**config.mk**
```make
export PLATFORM = sky130hd
export DESIGN_NAME = mfq_ctrl
export DESIGN_NICKNAME = d
export VERILOG_FILES = /design/src/rtl/core/mfq_pkg.sv /design/src/rtl/core/mfq_ctrl.sv
export SDC_FILE = /design/constraint.sdc
export NUM_CORES = 1
export LEC_CHECK = 0
export ABC_CLOCK_PERIOD_IN_PS = 1400
export BUFFER_PORTS_ARGS = -buffer_cell sky130_fd_sc_hd__buf_4
export CAP_MARGIN = 20
export CORE_AREA = 2 2 39 41
export CTS_CLUSTER_SIZE = 20
export DETAILED_ROUTE_END_ITERATION = 8
export DIE_AREA = 0 0 41 43
export PLACE_DENSITY_LB_ADDON = 0.2
export SYNTH_ARGS = -nofsm -noshare
export SYNTH_HDL_FRONTEND = slang
export SYNTH_SLANG_ARGS = --single-unit
```
**constraint.sdc**
```tcl
create_clock -name clock -period 1.4 [get_ports clock]
set_input_delay 0.14 -clock clock [delete_from_list [all_inputs] [get_ports clock]]
set_output_delay 0.14 -clock clock [all_outputs]
set_load 0.005 [all_outputs]
```
**src/rtl/core/mfq_pkg.sv**
```systemverilog
// shared types, constants and helpers for the multilevel feedback queue scheduler
`timescale 1ns / 1ps

package mfq_pkg;

   localparam int NUM_LEVELS  = 11;
   localparam int LEVEL_DEPTH = 16;
   localparam int ID_BITS     = 8;

   localparam int LEVEL_BITS = (NUM_LEVELS > 1) ? $clog2(NUM_LEVELS) : 1;
   localparam int SLOT_BITS  = (LEVEL_DEPTH > 1) ? $clog2(LEVEL_DEPTH) : 1;
   localparam int COUNT_BITS = $clog2(LEVEL_DEPTH + 1);
   localparam int STORE_DEPTH = NUM_LEVELS * LEVEL_DEPTH;
   localparam int ADDR_BITS  = $clog2(STORE_DEPTH);

   typedef logic [LEVEL_BITS-1:0] level_type;
   typedef logic [SLOT_BITS-1:0]  slot_type;
   typedef logic [COUNT_BITS-1:0] count_type;
   typedef logic [ADDR_BITS-1:0]  addr_type;
   typedef logic [ID_BITS-1:0]    id_type;

   localparam level_type LAST_LEVEL       = level_type'(NUM_LEVELS - 1);
   localparam logic [3:0] LAST_LEVEL_FIELD = 4'(NUM_LEVELS - 1);
   localparam slot_type  LAST_SLOT        = slot_type'(LEVEL_DEPTH - 1);
   localparam count_type LEVEL_FULL       = count_type'(LEVEL_DEPTH);
   localparam logic [15:0] QUANTUM_RESET  = 16'd2;

   // item kinds
   localparam logic KIND_ARRIVAL = 1'b0;
   localparam logic KIND_TICK    = 1'b1;

   // result status codes
   localparam logic [2:0] STATUS_ACCEPTED  = 3'd0;
   localparam logic [2:0] STATUS_DROPPED   = 3'd1;
   localparam logic [2:0] STATUS_IDLE      = 3'd2;
   localparam logic [2:0] STATUS_PREEMPTED = 3'd3;
   localparam logic [2:0] STATUS_FINISHED  = 3'd4;

   typedef struct packed {
      logic        kind;
      logic [7:0]  task_id;
      logic [3:0]  start_level;
      logic [15:0] run_time;
   } req_type;

   typedef struct packed {
      logic [2:0]  status;
      logic [7:0]  out_task_id;
      logic [3:0]  out_level;
      logic [15:0] slice;
      logic        first_run;
      logic        requeue_lost;
   } rsp_type;

   typedef struct packed {
      id_type      id;
      logic [15:0] remaining;
      logic        started;
   } task_type;

   localparam int TASK_BITS = $bits(task_type);

   // controller to datapath
   typedef struct packed {
      logic arrival;
      logic demote;
      logic pick;
      logic grant;
   } ctl_cmd_type;

   // datapath to controller
   typedef struct packed {
      logic found;
   } dp_status_type;

   function automatic slot_type next_slot(input slot_type s);
      next_slot = (s == LAST_SLOT) ? '0 : slot_type'(s + 1'b1);
   endfunction

   function automatic addr_type slot_addr(input level_type lvl, input slot_type s);
      slot_addr = addr_type'(int'(lvl) * LEVEL_DEPTH + int'(s));
   endfunction

endpackage

```
**src/rtl/core/mfq_ctrl.sv**
```systemverilog
// sequencing state machine for the scheduler
`timescale 1ns / 1ps

module mfq_ctrl (
   input  logic                  clock,
   input  logic                  reset,
   input  logic                  start,
   input  logic                  req_kind,
   input  mfq_pkg::dp_status_type dp_status,
   output mfq_pkg::ctl_cmd_type  cmd,
   output logic                  busy
);

   typedef enum logic [1:0] {
      ST_IDLE,
      ST_PICK,
      ST_GRANT
   } state_type;

   state_type state_ff;
   logic      busy_ff;

   always_comb begin
      cmd         = '0;
      cmd.arrival = (state_ff == ST_IDLE) && start && (req_kind == mfq_pkg::KIND_ARRIVAL);
      cmd.demote  = (state_ff == ST_IDLE) && start && (req_kind == mfq_pkg::KIND_TICK);
      cmd.pick    = (state_ff == ST_PICK);
      cmd.grant   = (state_ff == ST_GRANT);
   end

   always_ff @(posedge clock) begin
      if (reset) begin
         state_ff <= ST_IDLE;
         busy_ff  <= 1'b0;
      end else begin
         case (state_ff)
            ST_IDLE: begin
               if (start && (req_kind == mfq_pkg::KIND_TICK)) begin
                  state_ff <= ST_PICK;
                  busy_ff  <= 1'b1;
               end
            end
            ST_PICK: begin
               if (dp_status.found) begin
                  state_ff <= ST_GRANT;
               end else begin
                  state_ff <= ST_IDLE;
                  busy_ff  <= 1'b0;
               end
            end
            ST_GRANT: begin
               state_ff <= ST_IDLE;
               busy_ff  <= 1'b0;
            end
            default: begin
               state_ff <= ST_IDLE;
               busy_ff  <= 1'b0;
            end
         endcase
      end
   end

   assign busy = busy_ff;

endmodule

```
==> results.py, run 1 <==
metrics = {
    "setup_path": {
        "path_buf_inv": 1,
        "worstPathArrival_ps": 1040,
        "crit_type": "reg2out",
        "path_cells": "nor4b_1 -> buf_4",
        "critPathTopFamily": "flip-flops",
        "critical_path_required_ps": 1260,
        "start_kind": "flop",
        "cp_max_fo": 5,
        "crit_slowest_cell": "dfxtp_1",
        "end_kind": "primary output",
        "slowest_delay_ps": 330,
    },
    "floorplan": {
        "io_pins": 10,
        "die_h_um": 43,
        "initial_core_util_pct": 8.861,
        "core_area_um2": 1384,
        "die_w_um": 41,
        "rows": 14,
        "dieArea_um2": 1763,
    },
    "worst_hold_path": {
        "worstHoldPathType": "in2reg",
    },
    "routing": {
        "wirelength_um": 342,
        "ant_nets": 0,
        "drc_errors": 0,
        "wire_per_inst_um": 8.341,
        "drtIter0Drc": 3,
        "num_vias": 140,
        "viasPerCell": 3.415,
        "drt_pass1_iterations": 3,
    },
    "placed_design": {
        "io_buffers": 9,
        "dpl_cell_area_um2": 210.2,
        "pre_cts_ws_ps": 420.7,
        "gp_congestion": 0.5577,
        "place_hpwl_um": 265.7,
    },
    "final_layout": {
        "num_antenna_cells": 0,
        "nFillCells": 165,
        "final_cell_mix": "9 x buf_4, 3 x dfxtp_1, 3 x clkbuf_4",
        "syn_to_final_growth_pct": 92.86,
        "design_area_um2": 236.5,
        "drive_above_1_share_pct": 48.00,
        "final_common_cell": "buf_4",
        "fin_nets": 31,
    },
    "sta": {
        "rsz0062_at_grt": "no",
        "clock_skew_ps": 2.284,
        "tns_ps": 0,
        "setup_ws_ps": 223.6,
        "post-route-min-period_ps": 1176,
        "slew_viol_final": 0,
        "tightest_slew_ps": 256.7,
        "hold_viol_final": 0,
        "slew_headroom_pct": 82.64,
        "finalSetupViolations": 0,
        "period_share_pct": 84.03,
        "fmax_mhz": 850.1,
    },
    "yosys": {
        "synth_area_um2": 122.6,
        "synth_cell_types": 8,
        "syn-num-nets": 17,
        "postSynthCellCount": 12,
        "yosys_register_bits": 3,
        "synth_area_per_cell_um2": 10.22,
        "ys_seq_area_share_pct": 48.98,
        "yosysWarnings": 0,
    },
    "clock_tree": {
        "htree_levels": 1,
        "cts_buffers": 3,
        "cts_setup_buffers": 0,
        "cts_tree": "built",
        "cts_root_buf": "clkbuf_4",
        "ctsResizeCount": 0,
        "clkLatencyLatePin_ps": 230,
        "hold_buffers": 0,
        "path_clk_slew_ps": 40,
        "cts_sinks": 3,
        "cts.path.max_buffers": 2,
    },
    "pwr": {
        "irDropWorstVdd_uv": 341.3,
        "finalPower_uw": 274.1,
        "power_density_nw_per_um2": 1159,
        "pwr-share-comb_pct": 11.3,
        "internal_power_uw": 217.1,
        "p_leak_nw": 0.1140,
        "seqPwrFrac_pct": 33.8,
        "p_switching_uw": 57.03,
        "clkPwrFrac_pct": 54.9,
        "power_switching_share_pct": 20.80,
    },
    "grt": {
        "grt_pass1_vias": 124,
        "antenna_found_initial": 0,
        "grt_max_degree": 6,
        "grt_pass1_wl_um": 489,
        "grt-ovfl-total": 0,
        "grt_usage_pct": 4.810,
    },
    "status": {
        "status": "finished, final reports clean",
    },
    "job": {
        "drv_cap": 0,
    },
}
power groups by stage:
stage	clock network (mW)	registers, mW	logic (mW)
after floorplan	0	0.0935	0.00961
final	0.151	0.0926	0.0310
after detailed placement	0	0.0938	0.0313
after global placement	0	0.0940	0.0309
after CTS	0.158	0.0925	0.0315
after global routing	0.171	0.0932	0.0338
sequential cells by signal, summed over array words and instances, names as in the netlist:
name	flops
state_ff	2
busy	1
routing by layer:
metal / up-vias / track usage (%) / routed length, µm
met3: 3 / 4.712 / 58
met1: 57 / 5.112 / 161
li1: 69 / - / -
met2: 11 / 4.375 / 112
met5: - / 0 / 0
met4: 0 / 6.000 / 10
logic make-up after synthesis:
kind of cell | after synthesis | share of synthesized area [%]
buf+inv | 1 | 3.058
flops | 3 | 48.98
simple gates | 7 | 38.78
compound gates | 1 | 9.183
stage by stage:
stage / cells / hold slack, ps / utilization, %
finish: 41 / 73.64 / 17.09
global placement: 37 / 311.7 / 15.19
global route: 41 / 67.63 / 17.09
CTS: 41 / 68.18 / 17.09
floorplan: 12 / 211.6 / -
detailed placement: 37 / 314.4 / 15.19
Yosys cell counts:
| master | instances | area (µm²) |
|---|---|---|
| dfxtp_1 | 3 | 60.06 |
| nor2_1 | 2 | 7.510 |
| nor2b_1 | 2 | 12.51 |
| and3_1 | 1 | 6.260 |
| and4bb_1 | 1 | 12.51 |
| inv_1 | 1 | 3.750 |
| nor4b_1 | 1 | 8.760 |
| o221a_1 | 1 | 11.26 |
worst paths after layout:
| path | startpoint | end | slack [ps] | depth (start not counted) |
|---|---|---|---|---|
| min reg2reg | busy | busy | 520 | 1 |
| max | state_ff[1] | cmd[3] | 220 | 2 |
| max reg2reg | state_ff[0] | busy | 410 | 2 |
| min | reset | state_ff[0] | 70 | 2 |
final cells by class:
cell class,instances,area [µm²],area share [%]
timing repair buffer,9,67.56,28.57
multi-input combinational,8,58.81,24.87
sequential,3,60.06,25.40
clock buffer,4,26.28,11.11
tap,16,20.02,8.466
inverter,1,3.754,1.587
Power figures use the tool's default switching activity.
==> run 2, diff against run 1 <==
--- a/config.mk
+++ b/config.mk
@@ -5,7 +5,8 @@
 export SDC_FILE = /design/constraint.sdc
 export NUM_CORES = 1
 export LEC_CHECK = 0
-export ABC_CLOCK_PERIOD_IN_PS = 1400
+export ABC_AREA = 1
+export ABC_CLOCK_PERIOD_IN_PS = 950
 export BUFFER_PORTS_ARGS = -buffer_cell sky130_fd_sc_hd__buf_4
 export CAP_MARGIN = 20
 export CORE_AREA = 2 2 39 41
==> constraint.sdc (replaced) <==
create_clock -name clock -period 0.95 [get_ports clock]
set_input_delay 0.095 -clock clock [delete_from_list [all_inputs] [get_ports clock]]
set_output_delay 0.095 -clock clock [all_outputs]
set_load 0.005 [all_outputs]
==> run 2 against run 1 <==
- highest routed layer is now met3
- final cell count rose by 32%
- design area rose by 23%
- core utilization rose by 4.0 points
- worst setup slack got worse by 320 ps
- routed wire length rose by 9.4%
- via count rose by 24%
- power rose by 58%
- synthesized cell count rose by 92%
- flip-flop and latch count did not move
- first-iteration DRC count fell by 100%
- the flow now finishes with violations (negative setup slack)
- global-route usage rose by 1.1 points
==> results.py, run 2 <==
metrics = {
    "setup_path": {
        "crit_type": "reg2out",
        "r2r_cells": 4,
        "rrSetupSlack_ps": 140,
        "r2r_start": "state_ff[0]",
        "r2r_end": "busy",
        "path_cells": "nor2_4 -> nand2_1 -> nor2_1 -> buf_4",
        "path_buf_inv": 1,
        "critPathTopFamily": "flip-flops",
        "critical_path_required_ps": 850,
        "worstPathArrival_ps": 950,
        "end_kind": "primary output",
        "cp_max_fo": 3,
        "crit_slowest_cell": "dfxtp_2",
        "slowest_delay_ps": 330,
        "start_kind": "flop",
    },
    "yosys": {
        "synth_top_area_cell": "dfxtp_1",
        "synth_area_um2": 140.1,
        "yosys_register_bits": 3,
        "synth_cell_types": 6,
        "synth_top_area_share_pct": 42.86,
        "synth-edff-count": 0,
        "yosys-top-cells-area": "dfxtp_1 43%, inv_1 16%, nor2_1 16%, nand2_1 13%, a21oi_1 7.1%",
        "ys_async_sr_fraction_pct": 0,
        "synth_flop_cell": "dfxtp_1",
        "yosysWarnings": 0,
        "synth_area_per_cell_um2": 6.093,
        "syn-num-nets": 28,
        "ys_seq_area_share_pct": 42.86,
        "synth_common_cells": "6 x inv_1, 6 x nor2_1, 5 x nand2_1, 3 x dfxtp_1, 2 x a21oi_1",
        "postSynthCellCount": 23,
    },
    "floorplan": {
        "dieArea_um2": 1763,
        "core_area_um2": 1384,
        "die_h_um": 43,
        "io_pins": 10,
        "rows": 14,
        "initial_core_util_pct": 10.13,
        "die_w_um": 41,
    },
    "sta": {
        "tightest_slew_ps": 109.7,
        "slew_headroom_pct": 92.69,
        "setup_ws_ps": -97.49,
        "period_share_pct": 110.3,
        "rsz0062_at_grt": "yes",
        "post-route-min-period_ps": 1047,
        "slew_viol_final": 0,
        "hold_viol_final": 0,
        "finalSetupViolations": 4,
        "clock_skew_ps": 3.885,
        "fmax_mhz": 954.7,
    },
    "routing": {
        "wire_per_inst_um": 6.926,
        "ant_nets": 0,
        "drc_errors": 0,
        "drt_pass1_iterations": 1,
        "drtIter0Drc": 0,
        "num_vias": 174,
        "wirelength_um": 374,
        "viasPerCell": 3.222,
    },
    "status": {
        "violations": "negative setup slack",
        "status": "finished, violations left",
    },
    "clock_tree": {
        "htree_levels": 1,
        "cts.path.max_buffers": 2,
        "clkLatencyLatePin_ps": 240,
        "cts_tree": "built",
        "cts_root_buf": "clkbuf_4",
        "cts_buffers": 3,
        "cts_sinks": 3,
        "path_clk_slew_ps": 40,
    },
    "pwr": {
        "power_density_nw_per_um2": 1483,
        "p_leak_nw": 0.1573,
        "internal_power_uw": 328.1,
        "power_switching_share_pct": 24.14,
        "seqPwrFrac_pct": 31.8,
        "irDropWorstVdd_uv": 403.1,
        "p_switching_uw": 104.4,
        "pwr-share-comb_pct": 14.3,
        "clkPwrFrac_pct": 53.9,
    },
    "final_layout": {
        "nFillCells": 168,
        "regMostFlops": "state_ff",
        "final_util_pct": 21.07,
        "fin_nets": 44,
        "largest_reg_flops": 2,
        "drive_above_1_share_pct": 50.00,
        "num_antenna_cells": 0,
        "final_cell_mix": "9 x buf_4, 5 x inv_1, 5 x nand2_1, 5 x nor2_1, 3 x clkbuf_4",
        "syn_to_final_growth_pct": 108.0,
        "final_common_cell": "buf_4",
    },
    "job": {
        "drv_cap": 0,
    },
    "placed_design": {
        "io_buffers": 9,
        "gp_congestion": 0.5823,
        "place_hpwl_um": 269,
        "pre_cts_ws_ps": 64.47,
    },
    "worst_hold_path": {
        "hold_end": "state_ff[0]",
        "hold_path_depth": 2,
        "min_from": "reset",
        "worstHoldPathType": "in2reg",
    },
    "grt": {
        "grt_usage_pct": 5.924,
        "grt_pass1_wl_um": 614,
        "grt-ovfl-total": 0,
        "antenna_found_initial": 0,
        "grt_max_degree": 5,
        "grt_pass1_vias": 162,
    },
}
-- run 2: cell types whose count changed in the layout (fill, tap and decap cells not counted), sizes merged --
| cell | previous run | this run |
|---|---|---|
| buf | 9 | 11 |
| nor2b | 2 | 0 |
| o221a | 1 | 0 |
| nand2 | 0 | 5 |
| inv | 1 | 6 |
| nor2 | 2 | 7 |
| and4bb | 1 | 0 |
| a21oi | 0 | 2 |
| nor4b | 1 | 0 |
| and3 | 1 | 0 |
-- run 2: through the flow --
stage                     std cells  hold slack, ps  area [µm²]  total power [mW]  TNS [ps]
after detailed placement         49           278.6       235.2            0.1919         0
after CTS                        53           18.94       284.0            0.4407    -352.0
final                            54           24.80       291.5            0.4325    -282.7
after global routing             54           29.82       291.5            0.4658    -495.9
after floorplan                  23           166.5       140.1            0.1577         0
after global placement           49           281.4       235.2            0.1933         0
-- run 2: timing repair --
item	4_1_cts	5_1_grt
gates resized for setup	8	0
endpoints found under the setup margin	4	4
pin swaps	2	2
setup buffers	0	1
hold buffers	0	0
-- run 2: per-layer routing --
layer / wire, µm / GRT usage, % / share of wire (%)
met5: 0 / 0 / 0
met4: 0 / 2.000 / 0
met3: 66 / 7.853 / 18
met2: 125 / 6.250 / 33
met1: 182 / 6.752 / 49
-- run 2: power by group through the flow --
stage,clock (mW),combinational [mW],sequential [mW]
5_1_grt,0.258,0.0691,0.139
3_3_place_gp,0,0.0551,0.138
4_1_cts,0.244,0.0594,0.138
3_5_place_dp,0,0.0541,0.138
6_report,0.233,0.0619,0.138
2_1_floorplan,0,0.0198,0.138
-- run 2: worst reg2reg max path, cell delays in order (launching register included) --
cell and delay, ps:
dfxtp_2 360, nor2_4 50, buf_4 120, a21oi_1 130
nor2_1 50
-- run 2: kinds of logic after synthesis --
logic type      after synthesis  share of synthesized area (%)
simple gates                 12                          33.93
buf+inv                       6                          16.07
flops                         3                          42.86
compound gates                2                          7.143
-- run 2: final cells by class --
| cell class | count | area, µm² | share of cell area, % |
|---|---|---|---|
| sequential | 3 | 62.56 | 21.46 |
| multi-input combinational | 14 | 70.07 | 24.03 |
| timing repair buffer | 11 | 90.09 | 30.90 |
| clock buffer | 4 | 26.28 | 9.013 |
| inverter | 6 | 22.52 | 7.725 |
| tap | 16 | 20.02 | 6.867 |
-- run 2: worst max-delay path by stage --
stage | startpoint | to | depth (start not counted)
after floorplan | state_ff[1] | cmd[3] | 3
after global placement | state_ff[0] | cmd[3] | 4
after detailed placement | state_ff[0] | cmd[3] | 4
after CTS | state_ff[0] | cmd[3] | 4
after global routing | state_ff[1] | cmd[3] | 4
final | state_ff[1] | cmd[3] | 4
